$ cat src/hdl/asccu_pkg.sv
`default_nettype none

package asccu_pkg;

    // Event kinds carried in func
    typedef enum logic [1:0] {
        FUNC_CMD   = 2'd0,
        FUNC_STEP  = 2'd1,
        FUNC_LIMIT = 2'd2,
        FUNC_TICK  = 2'd3
    } func_t;

    // Motion mode, also the visible run_mode
    typedef enum logic [1:0] {
        MODE_STOPPED = 2'd0,
        MODE_MOVING  = 2'd1,
        MODE_BACKOFF = 2'd2
    } mode_t;

    typedef logic        [7:0]  cmd_t;
    typedef logic        [1:0]  axis_t;
    typedef logic        [2:0]  limit_t;
    typedef logic        [2:0]  axis_bits_t;
    typedef logic signed [15:0] count_t;
    typedef logic        [14:0] end_count_t;
    typedef logic        [7:0]  pwm_ticks_t;
    typedef logic        [15:0] backoff_t;

    // Command codes
    localparam cmd_t CMD_SEL_BASE     = 8'd100;
    localparam cmd_t CMD_SEL_SHOULDER = 8'd101;
    localparam cmd_t CMD_SEL_ELBOW    = 8'd102;
    localparam cmd_t CMD_FORWARD      = 8'd103;
    localparam cmd_t CMD_BACKWARD     = 8'd104;
    localparam cmd_t CMD_OPEN         = 8'd105;
    localparam cmd_t CMD_CLOSE        = 8'd106;
    localparam cmd_t CMD_STOP         = 8'd109;

    // Axis numbers
    localparam axis_t AXIS_BASE     = 2'd0;
    localparam axis_t AXIS_SHOULDER = 2'd1;
    localparam axis_t AXIS_ELBOW    = 2'd2;

    // Limit switch patterns
    localparam limit_t LIM_ELBOW_FRONT    = 3'd4;
    localparam limit_t LIM_ELBOW_REAR     = 3'd3;
    localparam limit_t LIM_SHOULDER_REAR  = 3'd1;
    localparam limit_t LIM_SHOULDER_FRONT = 3'd5;
    localparam limit_t LIM_BASE_LEFT      = 3'd2;
    localparam limit_t LIM_BASE_RIGHT     = 3'd6;

    // Configuration register map (word index)
    localparam int CFG_ADDR_W = 5;
    localparam logic [2:0] REG_BASE_END     = 3'd0;
    localparam logic [2:0] REG_SHOULDER_END = 3'd1;
    localparam logic [2:0] REG_ELBOW_END    = 3'd2;
    localparam logic [2:0] REG_OPEN_HIGH    = 3'd3;
    localparam logic [2:0] REG_OPEN_LOW     = 3'd4;
    localparam logic [2:0] REG_CLOSED_HIGH  = 3'd5;
    localparam logic [2:0] REG_CLOSED_LOW   = 3'd6;
    localparam logic [2:0] REG_BACKOFF      = 3'd7;

    // Register reset values
    localparam end_count_t RST_BASE_END     = 15'd11700;
    localparam end_count_t RST_SHOULDER_END = 15'd8020;
    localparam end_count_t RST_ELBOW_END    = 15'd6700;
    localparam pwm_ticks_t RST_OPEN_HIGH    = 8'd5;
    localparam pwm_ticks_t RST_OPEN_LOW     = 8'd35;
    localparam pwm_ticks_t RST_CLOSED_HIGH  = 8'd2;
    localparam pwm_ticks_t RST_CLOSED_LOW   = 8'd38;
    localparam backoff_t   RST_BACKOFF      = 16'd800;

endpackage

`default_nettype wire

$ cat src/hdl/asccu_if.sv
`default_nettype none

// Event channel
interface asccu_in_if;
    logic                  valid;
    logic                  ready;
    asccu_pkg::func_t      func;
    asccu_pkg::cmd_t       cmd_byte;
    asccu_pkg::axis_t      step_axis;
    asccu_pkg::limit_t     limit_code;

    modport source (output valid, output func, output cmd_byte, output step_axis,
                    output limit_code, input ready);
    modport sink   (input valid, input func, input cmd_byte, input step_axis,
                    input limit_code, output ready);
endinterface

// Status channel
interface asccu_out_if;
    logic                  valid;
    logic                  ready;
    logic                  base_dir;
    logic                  dir_shoulder;
    logic                  dir_elbow;
    asccu_pkg::axis_bits_t step_enables;
    asccu_pkg::count_t     base_count;
    asccu_pkg::count_t     shoulder_count;
    asccu_pkg::count_t     elbow_count;
    logic                  gripper_out;
    asccu_pkg::mode_t      run_mode;
    asccu_pkg::axis_t      chosen_axis;

    modport source (output valid, output base_dir, output dir_shoulder, output dir_elbow,
                    output step_enables, output base_count, output shoulder_count,
                    output elbow_count, output gripper_out, output run_mode,
                    output chosen_axis, input ready);
    modport sink   (input valid, input base_dir, input dir_shoulder, input dir_elbow,
                    input step_enables, input base_count, input shoulder_count,
                    input elbow_count, input gripper_out, input run_mode,
                    input chosen_axis, output ready);
endinterface

`default_nettype wire

$ cat src/hdl/arm_stepper_command_controller_unit.sv
// Three-axis stepper arm controller with servo gripper.
// cmd_in carries one event per beat: a command byte, a completed step pulse,
// a limit-switch hit or a timer tick. res_out returns one status beat per
// event: direction pins, step enables, the three signed position counts,
// the gripper PWM level, the run mode and the selected axis.
// An event beat is captured in an input register and applied to the state
// registers when the status slot is free or being taken; the state registers
// drive res_out directly, and res_out.valid is set as the event is applied.
// Throughput is one event per cycle while res_out does not stall.
// When res_out stalls, the status holds, the input register keeps one more
// event, and cmd_in.ready drops once that register is full.
// The APB port writes the end counts, gripper high/low times and back-off
// length (registers at 4-byte steps); pready is always high and reads return
// the stored value. Registers are to be written only while no event is in
// flight. Reset clears the mode, directions, enables, counts and gripper
// state, and loads the register defaults; no clearing pass is needed.
`default_nettype none

module arm_stepper_command_controller_unit (
    input  wire logic                              clk,
    input  wire logic                              rst_n,
    asccu_in_if.sink                               cmd_in,
    asccu_out_if.source                            res_out,
    input  wire logic                              psel,
    input  wire logic                              penable,
    input  wire logic                              pwrite,
    input  wire logic [asccu_pkg::CFG_ADDR_W-1:0]  paddr,
    input  wire logic [31:0]                       pwdata,
    output logic      [31:0]                       prdata,
    output logic                                   pready
);
    import asccu_pkg::*;

    // Configuration registers
    end_count_t base_end_reg, shoulder_end_reg, elbow_end_reg;
    pwm_ticks_t open_high_reg, open_low_reg, closed_high_reg, closed_low_reg;
    backoff_t   backoff_len_reg;

    // Input register
    logic       in_valid_reg;
    func_t      func_reg;
    cmd_t       cmd_reg;
    axis_t      step_axis_reg;
    limit_t     limit_reg;

    // Controller state (also the result register)
    logic       out_valid_reg, out_valid_next;
    mode_t      mode_reg, mode_next;
    axis_t      axis_reg, axis_next;
    logic       sense_reg, sense_next;
    axis_bits_t dir_reg, dir_next;
    axis_bits_t en_reg, en_next;
    count_t     cnt_reg [3];
    count_t     cnt_next [3];
    logic       gclosed_reg, gclosed_next;
    logic       glevel_reg, glevel_next;
    logic       glow_reg, glow_next;
    pwm_ticks_t gcount_reg, gcount_next;
    backoff_t   backoff_reg, backoff_next;

    logic       advance;
    logic       cfg_write;
    logic [2:0] cfg_sel;

    assign cfg_sel   = paddr[4:2];
    assign cfg_write = psel && penable && pwrite && pready;
    assign pready    = 1'b1;

    // Config write
    always_ff @(posedge clk or negedge rst_n)
    begin
        if (!rst_n)
        begin
            base_end_reg     <= RST_BASE_END;
            shoulder_end_reg <= RST_SHOULDER_END;
            elbow_end_reg    <= RST_ELBOW_END;
            open_high_reg    <= RST_OPEN_HIGH;
            open_low_reg     <= RST_OPEN_LOW;
            closed_high_reg  <= RST_CLOSED_HIGH;
            closed_low_reg   <= RST_CLOSED_LOW;
            backoff_len_reg  <= RST_BACKOFF;
        end
        else if (cfg_write)
        begin
            case (cfg_sel)
                REG_BASE_END:     base_end_reg     <= pwdata[14:0];
                REG_SHOULDER_END: shoulder_end_reg <= pwdata[14:0];
                REG_ELBOW_END:    elbow_end_reg    <= pwdata[14:0];
                REG_OPEN_HIGH:    open_high_reg    <= pwdata[7:0];
                REG_OPEN_LOW:     open_low_reg     <= pwdata[7:0];
                REG_CLOSED_HIGH:  closed_high_reg  <= pwdata[7:0];
                REG_CLOSED_LOW:   closed_low_reg   <= pwdata[7:0];
                REG_BACKOFF:      backoff_len_reg  <= pwdata[15:0];
                default:          ;
            endcase
        end
    end

    // Config read-back
    always_comb
    begin
        case (cfg_sel)
            REG_BASE_END:     prdata = {17'd0, base_end_reg};
            REG_SHOULDER_END: prdata = {17'd0, shoulder_end_reg};
            REG_ELBOW_END:    prdata = {17'd0, elbow_end_reg};
            REG_OPEN_HIGH:    prdata = {24'd0, open_high_reg};
            REG_OPEN_LOW:     prdata = {24'd0, open_low_reg};
            REG_CLOSED_HIGH:  prdata = {24'd0, closed_high_reg};
            REG_CLOSED_LOW:   prdata = {24'd0, closed_low_reg};
            REG_BACKOFF:      prdata = {16'd0, backoff_len_reg};
            default:          prdata = 32'd0;
        endcase
    end

    // Handshake: apply the held event when the status slot is free or leaving
    assign advance      = in_valid_reg && (!out_valid_reg || res_out.ready);
    assign cmd_in.ready = !in_valid_reg || advance;

    always_comb
    begin
        if (advance)
            out_valid_next = 1'b1;
        else if (res_out.ready)
            out_valid_next = 1'b0;
        else
            out_valid_next = out_valid_reg;
    end

    // Input register valid
    always_ff @(posedge clk or negedge rst_n)
    begin
        if (!rst_n)
            in_valid_reg <= 1'b0;
        else if (cmd_in.ready)
            in_valid_reg <= cmd_in.valid;
    end

    // Input payload
    always_ff @(posedge clk)
    begin
        if (cmd_in.valid && cmd_in.ready)
        begin
            func_reg      <= cmd_in.func;
            cmd_reg       <= cmd_in.cmd_byte;
            step_axis_reg <= cmd_in.step_axis;
            limit_reg     <= cmd_in.limit_code;
        end
    end

    // Event decode and next state
    always_comb
    begin
        logic       run_pwm;
        pwm_ticks_t hi_ticks;
        pwm_ticks_t lo_ticks;

        mode_next    = mode_reg;
        axis_next    = axis_reg;
        sense_next   = sense_reg;
        dir_next     = dir_reg;
        en_next      = en_reg;
        cnt_next     = cnt_reg;
        gclosed_next = gclosed_reg;
        glevel_next  = glevel_reg;
        glow_next    = glow_reg;
        gcount_next  = gcount_reg;
        backoff_next = backoff_reg;
        run_pwm      = 1'b1;

        if (mode_reg == MODE_BACKOFF)
        begin
            // only ticks matter while backing off
            if (func_reg == FUNC_TICK)
            begin
                if (gcount_reg != 8'hFF)
                    gcount_next = gcount_reg + 8'd1;
                if (backoff_reg <= 16'd1)
                begin
                    backoff_next = '0;
                    en_next      = '0;
                    mode_next    = MODE_STOPPED;
                end
                else
                begin
                    backoff_next = backoff_reg - 16'd1;
                    run_pwm      = 1'b0;
                end
            end
            else
                run_pwm = 1'b0;
        end
        else
        begin
            case (func_reg)
                FUNC_CMD:
                begin
                    case (cmd_reg)
                        CMD_SEL_BASE:     axis_next = AXIS_BASE;
                        CMD_SEL_SHOULDER: axis_next = AXIS_SHOULDER;
                        CMD_SEL_ELBOW:    axis_next = AXIS_ELBOW;
                        CMD_FORWARD, CMD_BACKWARD:
                        begin
                            sense_next          = (cmd_reg == CMD_FORWARD);
                            dir_next[axis_reg]  = (cmd_reg == CMD_FORWARD);
                            en_next[axis_reg]   = 1'b1;
                            mode_next           = MODE_MOVING;
                        end
                        CMD_STOP:
                        begin
                            en_next   = '0;
                            mode_next = MODE_STOPPED;
                        end
                        CMD_OPEN:         gclosed_next = 1'b0;
                        CMD_CLOSE:        gclosed_next = 1'b1;
                        default:          ;
                    endcase
                end
                FUNC_STEP:
                begin
                    // selected axis only, and only while enabled and moving
                    if (mode_reg == MODE_MOVING && step_axis_reg == axis_reg &&
                        en_reg[axis_reg])
                    begin
                        if (sense_reg)
                            cnt_next[axis_reg] = cnt_reg[axis_reg] + 16'sd1;
                        else
                            cnt_next[axis_reg] = cnt_reg[axis_reg] - 16'sd1;
                    end
                end
                FUNC_LIMIT:
                begin
                    en_next = '0;
                    case (limit_reg)
                        LIM_ELBOW_FRONT:
                        begin
                            cnt_next[AXIS_ELBOW] = {1'b0, elbow_end_reg};
                            dir_next[AXIS_ELBOW] = 1'b0;
                            en_next              = 3'b100;
                        end
                        LIM_ELBOW_REAR:
                        begin
                            cnt_next[AXIS_ELBOW] = '0;
                            dir_next[AXIS_ELBOW] = 1'b1;
                            en_next              = 3'b100;
                        end
                        LIM_SHOULDER_REAR:
                        begin
                            cnt_next[AXIS_SHOULDER] = {1'b0, shoulder_end_reg};
                            dir_next[AXIS_SHOULDER] = 1'b0;
                            en_next                 = 3'b010;
                        end
                        LIM_SHOULDER_FRONT:
                        begin
                            cnt_next[AXIS_SHOULDER] = '0;
                            dir_next[AXIS_SHOULDER] = 1'b1;
                            en_next                 = 3'b010;
                        end
                        LIM_BASE_LEFT:
                        begin
                            cnt_next[AXIS_BASE] = '0;
                            dir_next[AXIS_BASE] = 1'b1;
                            en_next             = 3'b001;
                        end
                        LIM_BASE_RIGHT:
                        begin
                            cnt_next[AXIS_BASE] = {1'b0, base_end_reg};
                            dir_next[AXIS_BASE] = 1'b0;
                            en_next             = 3'b001;
                        end
                        default: ;
                    endcase
                    backoff_next = backoff_len_reg;
                    mode_next    = MODE_BACKOFF;
                    run_pwm      = 1'b0;
                end
                default:
                begin
                    if (gcount_reg != 8'hFF)
                        gcount_next = gcount_reg + 8'd1;
                end
            endcase
        end

        // Gripper pulse: high phase, then low phase, then restart
        hi_ticks = gclosed_next ? closed_high_reg : open_high_reg;
        lo_ticks = gclosed_next ? closed_low_reg  : open_low_reg;
        if (run_pwm)
        begin
            if (!glevel_next && !glow_next)
            begin
                glevel_next = 1'b1;
                gcount_next = '0;
            end
            if (!glow_next && gcount_next >= hi_ticks)
            begin
                glevel_next = 1'b0;
                gcount_next = '0;
                glow_next   = 1'b1;
            end
            if (glow_next && gcount_next >= lo_ticks)
            begin
                glow_next   = 1'b0;
                glevel_next = 1'b1;
                gcount_next = '0;
            end
        end
    end

    // State registers, updated once per applied event
    always_ff @(posedge clk or negedge rst_n)
    begin
        if (!rst_n)
        begin
            out_valid_reg <= 1'b0;
            mode_reg      <= MODE_STOPPED;
            axis_reg      <= AXIS_BASE;
            sense_reg     <= 1'b0;
            dir_reg       <= '0;
            en_reg        <= '0;
            cnt_reg[0]    <= '0;
            cnt_reg[1]    <= '0;
            cnt_reg[2]    <= '0;
            gclosed_reg   <= 1'b0;
            glevel_reg    <= 1'b0;
            glow_reg      <= 1'b0;
            gcount_reg    <= '0;
            backoff_reg   <= '0;
        end
        else
        begin
            out_valid_reg <= out_valid_next;
            if (advance)
            begin
                mode_reg    <= mode_next;
                axis_reg    <= axis_next;
                sense_reg   <= sense_next;
                dir_reg     <= dir_next;
                en_reg      <= en_next;
                cnt_reg     <= cnt_next;
                gclosed_reg <= gclosed_next;
                glevel_reg  <= glevel_next;
                glow_reg    <= glow_next;
                gcount_reg  <= gcount_next;
                backoff_reg <= backoff_next;
            end
        end
    end

    // Status beat
    assign res_out.valid          = out_valid_reg;
    assign res_out.base_dir       = dir_reg[AXIS_BASE];
    assign res_out.dir_shoulder   = dir_reg[AXIS_SHOULDER];
    assign res_out.dir_elbow      = dir_reg[AXIS_ELBOW];
    assign res_out.step_enables   = en_reg;
    assign res_out.base_count     = cnt_reg[AXIS_BASE];
    assign res_out.shoulder_count = cnt_reg[AXIS_SHOULDER];
    assign res_out.elbow_count    = cnt_reg[AXIS_ELBOW];
    assign res_out.gripper_out    = glevel_reg;
    assign res_out.run_mode       = mode_reg;
    assign res_out.chosen_axis    = axis_reg;

endmodule

`default_nettype wire

$ cat src/flat_wrapper.sv
// flat-port wrapper written by rule: the top's interface ports become plain ports
module arm_stepper_command_controller_unit_flat import asccu_pkg::*;
  (clk, rst_n, psel, penable, pwrite, paddr, pwdata, prdata, pready, cmd_in_valid, cmd_in_func, cmd_in_cmd_byte, cmd_in_step_axis, cmd_in_limit_code, cmd_in_ready, res_out_valid, res_out_base_dir, res_out_dir_shoulder, res_out_dir_elbow, res_out_step_enables, res_out_base_count, res_out_shoulder_count, res_out_elbow_count, res_out_gripper_out, res_out_run_mode, res_out_chosen_axis, res_out_ready);
  asccu_in_if cmd_in_i ();
  asccu_out_if res_out_i ();
  input  wire logic clk;
  input  wire logic rst_n;
  input  wire logic psel;
  input  wire logic penable;
  input  wire logic pwrite;
  input  wire logic [asccu_pkg::CFG_ADDR_W-1:0] paddr;
  input  wire logic [31:0] pwdata;
  output logic      [31:0] prdata;
  output logic pready;
  input wire logic [$bits(cmd_in_i.valid)-1:0] cmd_in_valid;
  input wire logic [$bits(cmd_in_i.func)-1:0] cmd_in_func;
  input wire logic [$bits(cmd_in_i.cmd_byte)-1:0] cmd_in_cmd_byte;
  input wire logic [$bits(cmd_in_i.step_axis)-1:0] cmd_in_step_axis;
  input wire logic [$bits(cmd_in_i.limit_code)-1:0] cmd_in_limit_code;
  output wire logic [$bits(cmd_in_i.ready)-1:0] cmd_in_ready;
  output wire logic [$bits(res_out_i.valid)-1:0] res_out_valid;
  output wire logic [$bits(res_out_i.base_dir)-1:0] res_out_base_dir;
  output wire logic [$bits(res_out_i.dir_shoulder)-1:0] res_out_dir_shoulder;
  output wire logic [$bits(res_out_i.dir_elbow)-1:0] res_out_dir_elbow;
  output wire logic [$bits(res_out_i.step_enables)-1:0] res_out_step_enables;
  output wire logic [$bits(res_out_i.base_count)-1:0] res_out_base_count;
  output wire logic [$bits(res_out_i.shoulder_count)-1:0] res_out_shoulder_count;
  output wire logic [$bits(res_out_i.elbow_count)-1:0] res_out_elbow_count;
  output wire logic [$bits(res_out_i.gripper_out)-1:0] res_out_gripper_out;
  output wire logic [$bits(res_out_i.run_mode)-1:0] res_out_run_mode;
  output wire logic [$bits(res_out_i.chosen_axis)-1:0] res_out_chosen_axis;
  input wire logic [$bits(res_out_i.ready)-1:0] res_out_ready;
  assign cmd_in_i.valid = cmd_in_valid;
  assign cmd_in_i.func = cmd_in_func;
  assign cmd_in_i.cmd_byte = cmd_in_cmd_byte;
  assign cmd_in_i.step_axis = cmd_in_step_axis;
  assign cmd_in_i.limit_code = cmd_in_limit_code;
  assign cmd_in_ready = cmd_in_i.ready;
  assign res_out_valid = res_out_i.valid;
  assign res_out_base_dir = res_out_i.base_dir;
  assign res_out_dir_shoulder = res_out_i.dir_shoulder;
  assign res_out_dir_elbow = res_out_i.dir_elbow;
  assign res_out_step_enables = res_out_i.step_enables;
  assign res_out_base_count = res_out_i.base_count;
  assign res_out_shoulder_count = res_out_i.shoulder_count;
  assign res_out_elbow_count = res_out_i.elbow_count;
  assign res_out_gripper_out = res_out_i.gripper_out;
  assign res_out_run_mode = res_out_i.run_mode;
  assign res_out_chosen_axis = res_out_i.chosen_axis;
  assign res_out_i.ready = res_out_ready;
  arm_stepper_command_controller_unit u_core (.clk(clk), .rst_n(rst_n), .cmd_in(cmd_in_i), .res_out(res_out_i), .psel(psel), .penable(penable), .pwrite(pwrite), .paddr(paddr), .pwdata(pwdata), .prdata(prdata), .pready(pready));
endmodule
$ cat config.mk
export PLATFORM = sky130hd
export DESIGN_NAME = arm_stepper_command_controller_unit_flat
export DESIGN_NICKNAME = d
export VERILOG_FILES = /design/src/hdl/asccu_pkg.sv /design/src/hdl/asccu_if.sv /design/src/hdl/arm_stepper_command_controller_unit.sv /design/src/flat_wrapper.sv
export SDC_FILE = /design/constraint.sdc
export NUM_CORES = 1
export LEC_CHECK = 0
export ABC_AREA = 1
export ABC_CLOCK_PERIOD_IN_PS = 4800
export BUFFER_PORTS_ARGS = -buffer_cell sky130_fd_sc_hd__buf_4
export CAP_MARGIN = 20
export CORE_ASPECT_RATIO = 1.1
export CORE_MARGIN = 2
export CORE_UTILIZATION = 32
export DETAILED_ROUTE_END_ITERATION = 6
export GPL_ROUTABILITY_DRIVEN = 0
export SLEW_MARGIN = 20
export SYNTH_ARGS = -nofsm -noshare
export SYNTH_HDL_FRONTEND = slang
export SYNTH_SLANG_ARGS = --single-unit
export TNS_END_PERCENT = 1
$ cat constraint.sdc
create_clock -name clk -period 4.8 [get_ports clk]
set_input_delay 0.48 -clock clk [delete_from_list [all_inputs] [get_ports clk]]
set_output_delay 0.48 -clock clk [all_outputs]
set_load 0.01 [all_outputs]
# --- Yosys cells after proc, flatten, opt, wreduce, memory -nomap -nowiden ---
# Index checks and enable logic that the tools add are counted.
word_totals:
  reg_bits: 196
  latch_bits: 0
  ramBits: 0
  romBits: 0
  in_bits: 59
  out_inout_bits: 94
  word_cells: 197
  mem_count: 0
classes:
  n_addsub: 4
  mul: 0
  n_div: 0
  n_lt_le_gt_ge: 7
  n_eq_ne: 36
  shifts: 0
  muxes: 67
  bitwise_logic: 3
  reduce_logical: 51
op_table:
  columns: ["operator", "n"]
  rows:
  - ["case mux 32 bit (8 select lines)", 1]
  - ["2-to-1 mux 16 bit", 7]
  - ["bitwise mux 48 bit", 2]
  - ["2-to-1 mux 48 bit", 2]
  - ["2-to-1 mux 8 bit", 12]
  - ["case mux 16 bit (2 select lines)", 3]
  - ["case mux 48 bit (2 select lines)", 1]
  - ["equality test 8 x 7 -> 1 bit (second input constant)", 8]
  - ["AND reduction 5 bit", 7]
  - ["binary-select mux 16 bit (select 2 bit)", 1]
  - ["demux 16 bit (select 2 bit)", 1]
  - ["equality test 3 bit (second input constant)", 7]
  - ["case mux 3 bit (2 select lines)", 3]
  - ["AND reduction 2 bit", 9]
  - ["adder 16 x 2 -> 16 bit (second input constant)", 1]
  - ["greater-or-equal comparator 8 bit", 2]
  - ["<= comparator 16 x 1 -> 1 bit (second input constant)", 1]
  - ["2-to-1 mux 1 bit", 16]
  - ["subtractor 16 x 1 -> 16 bit (second input constant)", 1]
  - ["subtractor 16 x 2 -> 16 bit (second input constant)", 1]
  - ["equality test 3 x 2 -> 1 bit (second input constant)", 4]
  - ["2-to-1 mux 3 bit", 4]
  - ["logical AND 1 bit", 11]
  - ["!= test 3 bit (second input constant)", 3]
  - ["other kinds (34)", 60]

# --- Longest topological paths before layout ---
depth:
  depth_word: 14
  depth_mapped: 32
  ltp_nobuf: 32

# --- Worst setup path before layout ---
# Ideal clock, no wire load.
synth_path:
  path_type: "register to register"
  startpoint: "reg u_core.mode_reg[0], in the netlist u_core.res_out.run_mode[0]"
  endpoint: "reg u_core.gcount_reg[2]"
  t_arrival_ns: 3.792
  t_required_ns: 4.713
  setup_slack_ns: 0.921
  stages_incl_launch_ff: 28
  n_path_buf: 1
  cell_sequence: "dfrtp_1 > inv_1 > nand2_1 > nand2_1 > nor2_1 > a31oi_1 > a31o_2 > clkbuf_1 > nand2_1 > o21ai_0 > ha_1 > nand2_1 > nor2_1 > nand4_1 > nand3_1 > nand2_1 > inv_1 > nor2_1 > ha_1 > inv_1 > nor2_1 > o21ai_0 > nand2_1 > nand2_1 > o2111ai_1 > o21ai_1 > nand3_1 > a22oi_1"
synth_via:
  elab_chain_len: 12
  word_cells_on_any_way: 18
synth_lines:
  columns: ["element", "line", "source"]
  rows:
  - ["from (decl)", "arm_stepper_command_controller_unit.sv:48", "mode_t mode_reg, mode_next;"]
  - ["from (signal assigned)", "arm_stepper_command_controller_unit.sv:334", "mode_reg <= mode_next;"]
  - ["equality test 2 bit (*)", "arm_stepper_command_controller_unit.sv:170", "if (mode_reg == MODE_BACKOFF)"]
  - ["2-to-1 mux 8 bit", "arm_stepper_command_controller_unit.sv:170", null]
  - ["2-to-1 mux 8 bit", "arm_stepper_command_controller_unit.sv:289", "if (!glevel_next && !glow_next)"]
  - ["2-to-1 mux 8 bit", "arm_stepper_command_controller_unit.sv:287", "if (run_pwm)"]
  - ["greater-or-equal comparator 8 bit", "arm_stepper_command_controller_unit.sv:294", "if (!glow_next && gcount_next >= hi_ticks)"]
  - ["logical AND 1 bit", "arm_stepper_command_controller_unit.sv:294", null]
  - ["2-to-1 mux 8 bit", "arm_stepper_command_controller_unit.sv:294", null]
  - ["2-to-1 mux 8 bit", "arm_stepper_command_controller_unit.sv:287", null]
  - ["greater-or-equal comparator 8 bit", "arm_stepper_command_controller_unit.sv:300", "if (glow_next && gcount_next >= lo_ticks)"]
  - ["logical AND 1 bit", "arm_stepper_command_controller_unit.sv:300", null]
  - ["2-to-1 mux 8 bit", "arm_stepper_command_controller_unit.sv:300", null]
  - ["2-to-1 mux 8 bit (*)", "arm_stepper_command_controller_unit.sv:287", null]
  - ["to (signal assigned)", "arm_stepper_command_controller_unit.sv:343", "gcount_reg <= gcount_next;"]
  - ["to (decl)", "arm_stepper_command_controller_unit.sv:58", "pwm_ticks_t gcount_reg, gcount_next;"]
# Every way passes the cells marked *; elsewhere a longest branch is shown, timed or not. The select of a mux whose other input is x is not followed.
# A chain may end at the register's enable or synchronous reset.

# --- Worst setup path after layout ---
layout_path:
  startpoint: "reg u_core.func_reg[1]"
  endpoint: "reg u_core.gcount_reg[2]"
layout_via:
  elab_chain_len: 14
  word_cells_on_any_way: 27
layout_lines:
  columns: ["element", "line", "source"]
  rows:
  - ["from (decl)", "arm_stepper_command_controller_unit.sv:41", "func_t func_reg;"]
  - ["from (signal assigned)", "arm_stepper_command_controller_unit.sv:143", "func_reg <= cmd_in.func;"]
  - ["equality test 2 x 1 -> 1 bit (tied with other cells)", "arm_stepper_command_controller_unit.sv:194", "case (func_reg)"]
  - ["OR reduction 3 bit (no source line)", null, null]
  - ["2-to-1 mux 8 bit", "arm_stepper_command_controller_unit.sv:194", null]
  - ["2-to-1 mux 8 bit", "arm_stepper_command_controller_unit.sv:170", null]
  - ["2-to-1 mux 8 bit", "arm_stepper_command_controller_unit.sv:289", null]
  - ["2-to-1 mux 8 bit", "arm_stepper_command_controller_unit.sv:287", null]
  - ["greater-or-equal comparator 8 bit", "arm_stepper_command_controller_unit.sv:294", null]
  - ["logical AND 1 bit", "arm_stepper_command_controller_unit.sv:294", null]
  - ["2-to-1 mux 8 bit", "arm_stepper_command_controller_unit.sv:294", null]
  - ["2-to-1 mux 8 bit", "arm_stepper_command_controller_unit.sv:287", null]
  - ["greater-or-equal comparator 8 bit", "arm_stepper_command_controller_unit.sv:300", null]
  - ["logical AND 1 bit", "arm_stepper_command_controller_unit.sv:300", null]
  - ["2-to-1 mux 8 bit", "arm_stepper_command_controller_unit.sv:300", null]
  - ["2-to-1 mux 8 bit (*)", "arm_stepper_command_controller_unit.sv:287", null]
# Marked as above.

==> impl_metrics.py <==
metrics = {
    "worst_setup_path": {
        "cp.required_ns": 5.14,
        "slowest_delay_ns": 0.46,
        "crit_path_start_kind": "flip-flop",
        "crit_slowest_cell": "edfxtp_1",
        "critPathMaxFanout": 33,
        "r2r-start": "u_core.func_reg[1]",
        "cp-end-kind": "flip-flop",
        "critPathBufInv": 3,
        "crit_top_cell": "nand2_1",
        "crit_type": "reg -> reg",
        "r2r_end": "u_core.gcount_reg[2]",
        "crit_family": "simple AND/OR/NAND/NOR gates",
        "r2r_slack_ns": 0.49,
        "rr_worst_depth": 25,
        "cp.arrival_ns": 4.65,
    },
    "yosys": {
        "async_flop_share_pct": 92.3,
        "synthCells": 1462,
        "synth_seq_cells": 196,
        "synth_area_per_cell_um2": 7.81,
        "syn-cell-area_um2": 11400,
        "synth_warnings": 0,
        "synth_ff_type": "dfrtp_1",
        "synth_cell_type_count": 53,
        "synth_edf_count": 15,
        "synth-seq-area-share_pct": 44.0,
    },
    "cts": {
        "clk_path_buf_depth": 2,
        "cts_tree": "yes",
        "cts_buffers": 17,
        "htreeDepth": 4,
        "cts_hold_buffers": 0,
        "cts_sinks": 196,
        "clkSlewWorstSetupHoldPaths_ns": 0.07,
        "clk_latency_ns": 0.45,
        "cts-root-buf": "clkbuf_16",
    },
    "timing": {
        "timing.fmax_mhz": 232,
        "final-hold-violation-count": 0,
        "fin_crit_sh_pct": 89.8,
        "fin_skew_ns": 0.0137,
        "finalSetupTns_ns": 0,
        "worst_pin_slew_ns": 1.11,
        "period_minus_slack_ns": 4.31,
        "relSlewSlack_pct": 25.7,
        "setup-violations-final": 0,
        "finalMaxSlewViolations": 0,
    },
    "cells_and_area": {
        "layoutNonFillerInstCount": 2011,
        "design_area_um2": 13200,
        "fillers": 3645,
        "drive_above_1_share_pct": 17.0,
        "nets": 1634,
        "layout_common_cells": "340 x nand2_1, 147 x o21ai_0, 147 x dfrtp_1",
        "area_delta_synth_final_pct": 15.6,
        "antenna-diode-count": 0,
        "final_common_cell": "nand2_1",
    },
    "global_routing": {
        "grt_util_all_layers_pct": 19.3,
        "grt_pass1_wl_um": 56000,
        "overflow": 0,
        "antenna_found_initial": 0,
        "grt_max_degree": 96,
        "grt_pass1_vias": 10000,
    },
    "detailed_routing": {
        "dr.pass1.iters": 6,
        "wl_per_cell_um": 17.6,
        "vias": 10400,
        "avgViaCountPerCell": 5.17,
        "routed_wl_um": 35400,
        "ant_nets": 0,
        "drt-initial-drc-count": 878,
        "route.detailed.drc": 0,
    },
    "floorplanning": {
        "die_x_um": 184,
        "rows": 72,
        "chipHeight_um": 202,
        "core_area_um2": 35100,
        "ios": 153,
        "dieArea_um2": 37200,
        "initial_utilization_pct": 32.5,
    },
    "job": {
        "max_cap_viol_count": 0,
    },
    "place": {
        "dp_hpwl_um": 26600,
        "place_area_um2": 12600,
        "dp.cells": 1979,
        "portBuffers": 117,
    },
    "pwr": {
        "ir_worst_vdd_v": 0.000253,
        "power.leakage_nw": 6.18,
        "power_density_nw_per_um2": 547,
    },
    "run_status": {
        "outcome": "complete, no violations",
    },
    "worst_hold_path": {
        "hold_class": "in -> async",
    },
}
[per-layer routing]
metal  track usage (%)  wire [um]
met5                 0          0
met4              5.51        572
met3              3.32       2040
met2              31.7      16700
met1              26.2      16200
[worst reg2reg max path, stage by stage, from the launching register on]
cell and delay, ns:
edfxtp_1 0.46, inv_1 0.09, nand2_1 0.09, nor2_2 0.20, a31oi_1 0.14, a31o_4 0.35
nand2_1 0.10, o21ai_0 0.09, ha_1 0.31, inv_1 0.06, nor2_1 0.03, o21ai_0 0.13
nand2_1 0.07, nand2_1 0.05, nand3_1 0.14, nand2_1 0.17, inv_1 0.15, nor3_1 0.28
ha_1 0.30, nand2_1 0.09, nor2_1 0.06, nand4_1 0.07, o2111ai_1 0.22, o21ai_2 0.22
nand3_1 0.14, a22oi_1 0.18
[through the flow]
step / util, % / setup slack, ns / hold WS, ns / power (W)
floorplan: - / 0.921 / 0.184 / 0.00462
global placement: 35.9 / 0.322 / 0.467 / 0.00567
detailed placement: 35.9 / 0.227 / 0.474 / 0.00575
CTS: 37.5 / 0.221 / 0.137 / 0.00721
global route: 37.6 / -0.0548 / 0.164 / 0.00775
finish: 37.6 / 0.491 / 0.0933 / 0.00721
[cells by family after synthesis]
logic type,synth area share [%]
AND/OR/NAND/NOR,26.8
AO/OA/AOI/OAI,16.7
buffers and inverters,8.54
flip-flops,44.0
adder cells (fa/ha/maj),2.30
XOR/XNOR,1.59
other,0.0658
multiplexers,0.0986
[layout make-up]
| class | instances | area, um^2 | area share [%] |
|---|---|---|---|
| timing repair buffer | 123 | 940 | 7.12 |
| tap | 444 | 556 | 4.21 |
| clock inverter | 14 | 150 | 1.14 |
| multi-input combinational | 1060 | 5510 | 41.7 |
| clock buffer | 18 | 429 | 3.25 |
| inverter | 156 | 594 | 4.50 |
| sequential | 196 | 5020 | 38.1 |
[synthesized netlist by cell type (4+ instances only)]
master	n	share of area, %
nand3_4	6	0.92
nor3_2	4	0.35
nand3_2	11	0.96
nor3_1	13	0.57
nand3_1	106	4.6
nor2_1	131	4.3
o2111ai_1	5	0.38
o211ai_1	4	0.26
inv_2	9	0.30
ha_1	21	2.3
nor2_2	8	0.44
o21ai_0	147	6.4
a22oi_1	28	1.8
edfxtp_1	15	3.9
dfrtp_1	147	32
inv_1	142	4.7
a21oi_1	81	3.6
nand4_1	24	1.3
dfstp_2	34	7.8
xor2_1	14	1.1
nand2_2	10	0.55
o21ai_1	13	0.57
a31oi_1	7	0.38
clkbuf_1	31	1.0
buf_6	6	0.59
buf_4	19	1.2
a211oi_1	12	0.79
nand2_1	340	11
nor2_4	6	0.59
o22ai_1	19	1.0
buf_2	7	0.31
a221oi_1	5	0.38
[worst max path at each step]
stage | startpoint | slack [ns] | cells past startpoint | to
floorplan | u_core.res_out.run_mode[0] | 0.92 | 27 | u_core.gcount_reg[2]
global placement | u_core.cmd_reg[4] | 0.32 | 23 | u_core.gcount_reg[3]
detailed placement | u_core.cmd_reg[4] | 0.23 | 23 | u_core.gcount_reg[2]
CTS | u_core.cmd_reg[4] | 0.22 | 23 | u_core.gcount_reg[2]
global route | u_core.cmd_reg[4] | -0.05 | 27 | u_core.gcount_reg[2]
finish | u_core.func_reg[1] | 0.49 | 25 | u_core.gcount_reg[2]
[timing repair]
item,in CTS,in global routing
endpoints found under the setup margin,0,8
resized for setup,0,4
setup buffers,0,0
[where the power goes]
group / switching, W / internal [W] / leakage (nW)
clock: 0.000671 / 0.000775 / 0.276
combinational: 0.00190 / 0.00117 / 3.59
sequential: 0.000502 / 0.00220 / 2.32
No activity file was read; power rests on OpenSTA's default activity.
